### src/hdl/rcpd_pkg.sv
// ----------------------------------------------------------------------------
// Reciprocal digit generator package
// Shared types, widths and codes for the reciprocal digit generator.
// ----------------------------------------------------------------------------
package rcpd_pkg;

    localparam int DIV_BITS   = 31;
    localparam int DIGIT_BITS = 32;
    localparam int CNT_BITS   = 16;
    localparam int ITER_BITS  = $clog2(DIGIT_BITS);

    localparam logic [CNT_BITS-1:0] MAX_DIGITS_RESET = CNT_BITS'(1024 * 16);

    localparam logic [1:0] STAT_DIGIT  = 2'd0;
    localparam logic [1:0] STAT_LIMIT  = 2'd1;
    localparam logic [1:0] STAT_PERIOD = 2'd2;
    localparam logic [1:0] STAT_IDLE   = 2'd3;

    typedef struct packed {
        logic                func;
        logic [DIV_BITS-1:0] divisor;
    } req_t;

    typedef struct packed {
        logic [DIGIT_BITS-1:0] digit;
        logic [CNT_BITS-1:0]   position;
        logic [1:0]            status;
        logic [DIV_BITS-1:0]   remainder;
    } rsp_t;

    typedef struct packed {
        logic busy;
        logic done;
    } div_stat_t;

    typedef enum logic [1:0] {
        ST_IDLE,
        ST_DIV,
        ST_WRITE
    } state_t;

    typedef enum logic [1:0] {
        K_START,
        K_NEXT,
        K_NONE
    } kind_t;

endpackage

### src/hdl/rcpd_div.sv
// ----------------------------------------------------------------------------
// Reciprocal digit divider
// Radix-2 restoring divider: divides {hi, 32 zero bits} by the divisor,
// one quotient bit per cycle.
// ----------------------------------------------------------------------------
module rcpd_div
    import rcpd_pkg::*;
(
    input  logic                  clk,
    input  logic                  rst_n,
    input  logic                  start,
    input  logic [DIV_BITS-1:0]   hi,
    input  logic [DIV_BITS-1:0]   divisor,
    output div_stat_t             stat,
    output logic [DIGIT_BITS-1:0] quotient,
    output logic [DIV_BITS-1:0]   remainder
);

    logic                  busy_reg, busy_next;
    logic                  done_reg, done_next;
    logic [ITER_BITS-1:0]  iter_reg, iter_next;
    logic [DIV_BITS-1:0]   rem_reg, rem_next;
    logic [DIV_BITS-1:0]   dvs_reg, dvs_next;
    logic [DIGIT_BITS-1:0] quo_reg, quo_next;

    logic [DIV_BITS:0]     trial;
    logic [DIV_BITS:0]     diff;
    logic                  ge;

    assign trial = {rem_reg, 1'b0};
    assign diff  = trial - {1'b0, dvs_reg};
    assign ge    = (trial >= {1'b0, dvs_reg});

    always_comb
    begin
        busy_next = busy_reg;
        done_next = 1'b0;
        iter_next = iter_reg;
        rem_next  = rem_reg;
        dvs_next  = dvs_reg;
        quo_next  = quo_reg;
        if (start)
        begin
            busy_next = 1'b1;
            iter_next = '0;
            rem_next  = hi;
            dvs_next  = divisor;
            quo_next  = '0;
        end
        else if (busy_reg)
        begin
            rem_next  = ge ? diff[DIV_BITS-1:0] : trial[DIV_BITS-1:0];
            quo_next  = {quo_reg[DIGIT_BITS-2:0], ge};
            iter_next = iter_reg + 1'b1;
            if (iter_reg == ITER_BITS'(DIGIT_BITS - 1))
            begin
                busy_next = 1'b0;
                done_next = 1'b1;
            end
        end
    end

    always_ff @(posedge clk or negedge rst_n)
    begin
        if (!rst_n)
        begin
            busy_reg <= 1'b0;
            done_reg <= 1'b0;
            iter_reg <= '0;
        end
        else
        begin
            busy_reg <= busy_next;
            done_reg <= done_next;
            iter_reg <= iter_next;
        end
    end

    always_ff @(posedge clk)
    begin
        rem_reg <= rem_next;
        dvs_reg <= dvs_next;
        quo_reg <= quo_next;
    end

    assign stat.busy = busy_reg;
    assign stat.done = done_reg;
    assign quotient  = quo_reg;
    assign remainder = rem_reg;

endmodule

### src/hdl/reciprocal_digit_generator.sv
// ----------------------------------------------------------------------------
// Reciprocal digit generator
// Emits the base 2^32 digits of 1/divisor, detects the period and stops at a
// programmable digit limit.
// ----------------------------------------------------------------------------
// A start transfer (func 0) loads the divisor and returns digit 0; each next
// transfer (func 1) returns the following digit. A digit is made by one
// radix-2 divider that produces one quotient bit per cycle; the quotient is
// then handed over to the write state, which loads it into the output
// register once that register is free. Transfers that need no division (no
// run active, divisor below two) go from acceptance straight to the write
// state. Only one item is in work at a time; req_ready is low from
// acceptance until its result is loaded into the output register, which may
// still be waiting for rsp_ready while the next item is taken.
module reciprocal_digit_generator
    import rcpd_pkg::*;
(
    input  logic                clk,
    input  logic                rst_n,
    input  logic                req_valid,
    output logic                req_ready,
    input  req_t                req,
    output logic                rsp_valid,
    input  logic                rsp_ready,
    output rsp_t                rsp,
    input  logic                cfg_wr_en,
    input  logic [CNT_BITS-1:0] cfg_wr_data
);

    state_t                state_reg, state_next;
    kind_t                 kind_reg, kind_next;
    logic [CNT_BITS-1:0]   max_digits_reg;
    logic [DIV_BITS-1:0]   divisor_held_reg, divisor_held_next;
    logic [DIV_BITS-1:0]   running_rem_reg, running_rem_next;
    logic [DIGIT_BITS-1:0] first_digit_reg, first_digit_next;
    logic [DIV_BITS-1:0]   first_rem_reg, first_rem_next;
    logic [CNT_BITS-1:0]   count_reg, count_next;
    logic                  active_reg, active_next;
    logic                  rsp_valid_reg, rsp_valid_next;
    rsp_t                  rsp_reg, rsp_next;

    logic                  accept;
    logic                  load;
    kind_t                 req_kind;
    logic                  div_start;
    logic [DIV_BITS-1:0]   div_hi;
    logic [DIV_BITS-1:0]   div_divisor;
    div_stat_t             div_stat;
    logic [DIGIT_BITS-1:0] quo;
    logic [DIV_BITS-1:0]   rem;
    logic [CNT_BITS-1:0]   lim;
    logic [CNT_BITS-1:0]   count_inc;

    rcpd_div u_div (
        .clk       (clk),
        .rst_n     (rst_n),
        .start     (div_start),
        .hi        (div_hi),
        .divisor   (div_divisor),
        .stat      (div_stat),
        .quotient  (quo),
        .remainder (rem)
    );

    assign accept    = req_valid && req_ready;
    assign lim       = (max_digits_reg == '0) ? CNT_BITS'(1) : max_digits_reg;
    assign count_inc = count_reg + 1'b1;

    always_comb
    begin
        if (!req.func)
        begin
            req_kind = (req.divisor < DIV_BITS'(2)) ? K_NONE : K_START;
        end
        else
        begin
            req_kind = active_reg ? K_NEXT : K_NONE;
        end
    end

    // next state
    always_comb
    begin
        state_next = state_reg;
        unique case (state_reg)
            ST_IDLE:
            begin
                if (accept)
                begin
                    state_next = (req_kind == K_NONE) ? ST_WRITE : ST_DIV;
                end
            end
            ST_DIV:
            begin
                if (div_stat.done)
                begin
                    state_next = ST_WRITE;
                end
            end
            ST_WRITE:
            begin
                if (!rsp_valid_reg || rsp_ready)
                begin
                    state_next = ST_IDLE;
                end
            end
            default:
            begin
                state_next = ST_IDLE;
            end
        endcase
    end

    // outputs of the sequencer
    always_comb
    begin
        req_ready = 1'b0;
        load      = 1'b0;
        unique case (state_reg)
            ST_IDLE:  req_ready = 1'b1;
            ST_DIV:   req_ready = 1'b0;
            ST_WRITE: load      = !rsp_valid_reg || rsp_ready;
            default:  req_ready = 1'b0;
        endcase
    end

    assign div_start   = accept && (req_kind != K_NONE);
    assign div_hi      = req.func ? running_rem_reg : DIV_BITS'(1);
    assign div_divisor = req.func ? divisor_held_reg : req.divisor;

    // result and run state
    always_comb
    begin
        kind_next         = kind_reg;
        divisor_held_next = divisor_held_reg;
        running_rem_next  = running_rem_reg;
        first_digit_next  = first_digit_reg;
        first_rem_next    = first_rem_reg;
        count_next        = count_reg;
        active_next       = active_reg;
        rsp_next          = rsp_reg;
        rsp_valid_next    = rsp_valid_reg && !rsp_ready;

        if (accept)
        begin
            kind_next = req_kind;
            if (req_kind == K_START)
            begin
                divisor_held_next = req.divisor;
            end
            if (!req.func)
            begin
                active_next = 1'b0;
            end
        end

        if (load)
        begin
            rsp_valid_next = 1'b1;
            case (kind_reg)
                K_START:
                begin
                    first_digit_next = quo;
                    first_rem_next   = rem;
                    running_rem_next = rem;
                    count_next       = CNT_BITS'(1);
                    rsp_next.digit     = quo;
                    rsp_next.position  = '0;
                    rsp_next.remainder = rem;
                    if (lim == CNT_BITS'(1))
                    begin
                        active_next     = 1'b0;
                        rsp_next.status = STAT_LIMIT;
                    end
                    else
                    begin
                        active_next     = 1'b1;
                        rsp_next.status = STAT_DIGIT;
                    end
                end
                K_NEXT:
                begin
                    running_rem_next   = rem;
                    rsp_next.position  = count_reg;
                    rsp_next.remainder = rem;
                    if (quo == first_digit_reg && rem == first_rem_reg)
                    begin
                        active_next     = 1'b0;
                        rsp_next.digit  = '0;
                        rsp_next.status = STAT_PERIOD;
                    end
                    else
                    begin
                        count_next     = count_inc;
                        rsp_next.digit = quo;
                        if (count_inc >= lim || count_inc == '0)
                        begin
                            active_next     = 1'b0;
                            rsp_next.status = STAT_LIMIT;
                        end
                        else
                        begin
                            rsp_next.status = STAT_DIGIT;
                        end
                    end
                end
                default:
                begin
                    rsp_next.digit     = '0;
                    rsp_next.position  = '0;
                    rsp_next.status    = STAT_IDLE;
                    rsp_next.remainder = '0;
                end
            endcase
        end
    end

    always_ff @(posedge clk or negedge rst_n)
    begin
        if (!rst_n)
        begin
            state_reg        <= ST_IDLE;
            kind_reg         <= K_NONE;
            max_digits_reg   <= MAX_DIGITS_RESET;
            divisor_held_reg <= '0;
            running_rem_reg  <= '0;
            first_digit_reg  <= '0;
            first_rem_reg    <= '0;
            count_reg        <= '0;
            active_reg       <= 1'b0;
            rsp_valid_reg    <= 1'b0;
        end
        else
        begin
            state_reg        <= state_next;
            kind_reg         <= kind_next;
            if (cfg_wr_en)
            begin
                max_digits_reg <= cfg_wr_data;
            end
            divisor_held_reg <= divisor_held_next;
            running_rem_reg  <= running_rem_next;
            first_digit_reg  <= first_digit_next;
            first_rem_reg    <= first_rem_next;
            count_reg        <= count_next;
            active_reg       <= active_next;
            rsp_valid_reg    <= rsp_valid_next;
        end
    end

    always_ff @(posedge clk)
    begin
        rsp_reg <= rsp_next;
    end

    assign rsp_valid = rsp_valid_reg;
    assign rsp       = rsp_reg;

endmodule

### config.mk
export PLATFORM = sky130hd
export DESIGN_NAME = reciprocal_digit_generator
export DESIGN_NICKNAME = d
export VERILOG_FILES = /design/src/hdl/rcpd_pkg.sv /design/src/hdl/rcpd_div.sv /design/src/hdl/reciprocal_digit_generator.sv
export SDC_FILE = /design/constraint.sdc
export NUM_CORES = 1
export LEC_CHECK = 0
export BUFFER_PORTS_ARGS = -buffer_cell sky130_fd_sc_hd__buf_2
export CAP_MARGIN = 30
export CORE_AREA = 2 2 177 179
export CTS_BUF_LIST = sky130_fd_sc_hd__clkbuf_4
export DETAILED_ROUTE_END_ITERATION = 10
export DIE_AREA = 0 0 179 181
export GPL_ROUTABILITY_DRIVEN = 1
export GPL_TIMING_DRIVEN = 0
export PLACE_DENSITY = 0.77
export SYNTH_ARGS = -nofsm -noshare
export SYNTH_HDL_FRONTEND = slang
export SYNTH_SLANG_ARGS = --single-unit
### constraint.sdc
create_clock -name clk -period 4.4 [get_ports clk]
set_input_delay 0.66 -clock clk [delete_from_list [all_inputs] [get_ports clk]]
set_output_delay 0.66 -clock clk [all_outputs]
set_load 0.02 [all_outputs]
==> results.toml <==
[run_status]
outcome = "complete, no violations"

[cts]
postCtsSetupBuffers = 0
clk_path_buf_depth = 3
htree_levels = 3
clk_pin_slew_ns = 0.07
insertion_delay_ns = 0.71
cts_resized = 0
cts.sinks = 345
postCtsHoldBufs = 1
cts-root-buf = "clkbuf_4"
tritoncts = "done"
cts_buffers = 86

[worst_setup_path]
startpoint_type = "flip-flop"
crit_type = "reg2reg"
worstSetupEndpointType = "flip-flop"
arrival_ns = 4.26
cp.depth = 9
worstPathMaxFanout = 40
cp_slowest_stage_delay_ns = 0.82
path_cells = "nor2_1 -> nand2_1 -> nor2_1 -> o21ai_1 -> and2_0 -> clkbuf_1 -> inv_1 -> clkbuf_1 -> buf_2"
cp-startpoint = "state_reg[1]$_DFFE_PN0P_"
worstRegToRegCells = 9
critPathRequiredTime_ns = 4.68
critical_path_buf_inv_count = 4
r2r-start = "state_reg[1]$_DFFE_PN0P_"
cp_top_family = "buffers and inverters"
crit_slowest_cell = "buf_2"

[sta]
setup_viol = 0
rsz0062_at_grt = "false"
min_period_over_period = 0.905
drv_slew = 0
worst_pin_slew_ns = 0.927
slew_headroom = 0.377
hold_viol = 0
final.min_clock_period_ns = 3.98
fmax_mhz = 251
skew_ns = 0.0593
tns_ns = 0

[synthesis]
synth_top_family_by_area = "multiplexers"
synth_fa_ha_area_frac = 0.0384
synth_area_per_cell_sq_um = 11.8
syn-num-nets = 1531
synthMuxAreaShare = 0.142
synth_top_area_cell = "edfxtp_1"
async_flop_share = 0.493
synth_edf_count = 143
synth_ff_type = "dfrtp_1"
seq_area_frac_synth = 0.547
synth_area_sq_mm = 0.0168
synth_top_area_frac = 0.256
synth-simple-area-share = 0.116
yosys-top-cells-area = "edfxtp_1, dfrtp_1, mux2_2"
synth_xor_area_frac = 0.0547
syn_inst = 1427
synth_compound_area_frac = 0.0699
synth_cell_types = 65
synth-seq-cells = 345
yosysWarnings = 0

[power]
power_density_mw_per_mm2 = 704
leakagePower_uw = 0.00872
max-vdd-ir-drop_uv = 331

[cells_and_area]
area_growth_pct = 14.5
final_cell_mix = "dfrtp_1, mux2_2, edfxtp_1"
fin_nets = 1759
largest_register_ffs = 81
nFillCells = 2408
drive_above_1_share = 0.271
final_cell_area_sq_mm = 0.0192
layout_commonest_cell = "dfrtp_1"
multiInputGateArea_sq_mm = 0.00707
final-seq-area_sq_mm = 0.00919

[place]
dp_hpwl_mm = 26.9
place.port_buffers = 134
placed_area_sq_mm = 0.0181
routabilityCongestion = 0.889

[detailed_routing]
drt_iter0_drc = 859
num_vias = 11600
first_pass_iters = 7
ant_nets = 0
wl_mm = 36.7
detail_route.drc_violations = 0
vias_per_cell = 5.44
wl_per_cell_um = 17.3

[floorplanning]
core_area_sq_mm = 0.0303
initial_utilization = 0.554
fp-row-count = 64
die-area_sq_mm = 0.0324
ios = 136
fp.dieW_um = 179
die_y_um = 181

[global_routing]
grt_usage = 0.230
busiest_layer = "met2"
grt_max_degree = 98
grt_pass1_wl_mm = 58.6
gr-usage-met3 = 0.0394
antenna_found_initial = 1
grt_use_met1 = 0.301
grt-ovfl-total = 0
grtUsageMet2 = 0.378
grt_pass1_vias = 11500

[hold_path]
whs_path_depth = 3
hold_path.class = "in2reg"
hold_start = "cfg_wr_data[8]"

[run]
maxCapViolCount = 0
-- final cells by class --
type / count / share of cell area
Multi-Input combinational cell: 953 / 0.367
Clock buffer: 135 / 0.0527
Antenna cell: 1 / 0.000130
Tap cell: 396 / 0.0257
Sequential cell: 345 / 0.478
Inverter: 64 / 0.0125
Buffer: 65 / 0.0162
Clock inverter: 26 / 0.00657
Timing Repair Buffer: 140 / 0.0412
-- worst paths after layout --
check / slack [ns] / end
worst max-delay path: 0.42 / u_div.dvs_reg[17]$_DFFE_PP_
worst min-delay path: 0.16 / max_digits_reg[8]$_DFFE_PN0P_
worst max register to register: 0.42 / u_div.dvs_reg[17]$_DFFE_PP_
worst min register to register: 0.48 / state_reg[0]$_DFFE_PN0P_
max in group asynchronous: 2.93 / kind_reg[1]$_DFFE_PN1P_
min in group asynchronous: 0.59 / divisor_held_reg[5]$_DFFE_PN0P_
-- kinds of logic after synthesis --
logic type               after synthesis
AO/OA/AOI/OAI                        187
XOR/XNOR                             105
adder cells (fa/ha/maj)               51
buffers and inverters                129
flip-flops                           345
multiplexers                         218
AND/OR/NAND/NOR                      392
-- power breakdown --
| part | internal, uW | switching (uW) |
|---|---|---|
| sequential | 4590 | 957 |
| clock | 1410 | 1310 |
| combinational | 2420 | 2860 |
| total | 8420 | 5120 |
-- worst reg2reg max path: stages (launching register included) --
cell and delay, ns:
dfrtp_1 0.40, nor2_1 0.31, nand2_1 0.12, nor2_1 0.28
o21ai_1 0.34, and2_0 0.26, clkbuf_1 0.26, inv_1 0.20
clkbuf_1 0.57, buf_2 0.82
-- through the flow --
| step | setup WS (ns) | power (uW) | cells | utilization | hold slack, ns |
|---|---|---|---|---|---|
| 5_1_grt | 0.198 | 14400 | 2125 | 0.634 | 0.147 |
| 6_report | 0.419 | 13500 | 2125 | 0.634 | 0.159 |
| 3_3_place_gp | -0.144 | 10600 | 1957 | 0.592 | 0.442 |
| 2_1_floorplan | 1.12 | 9290 | 1427 | - | 0.364 |
| 4_1_cts | 0.467 | 13600 | 2124 | 0.634 | 0.118 |
| 3_5_place_dp | 0.282 | 10800 | 1962 | 0.596 | 0.470 |
-- per-layer routing --
layer,wire length (um),share of wire,up-vias
li1,-,-,5570
met1,15700,0.43,5577
met2,17900,0.49,341
met3,2030,0.055,71
met4,1100,0.030,0
met5,0,0,-
-- Yosys cell counts (5+ instances only) --
master / count
dfrtp_1: 168
mux2_2: 157
edfxtp_1: 143
nand2_1: 102
nor2_1: 88
inv_1: 64
mux2i_1: 61
xor2_1: 60
o21ai_0: 57
and2_1: 52
ha_1: 50
clkbuf_1: 47
xnor2_1: 45
a21oi_1: 35
nor2b_1: 34
dfxtp_1: 32
nor4_1: 27
o21ai_1: 25
nand4_1: 22
nor3_1: 20
a21o_1: 18
nand3_1: 17
nand2b_1: 11
and3_1: 10
buf_2: 8
a31oi_1: 6
o211ai_1: 5
o21bai_1: 5
(Power assumes the default switching activity.)
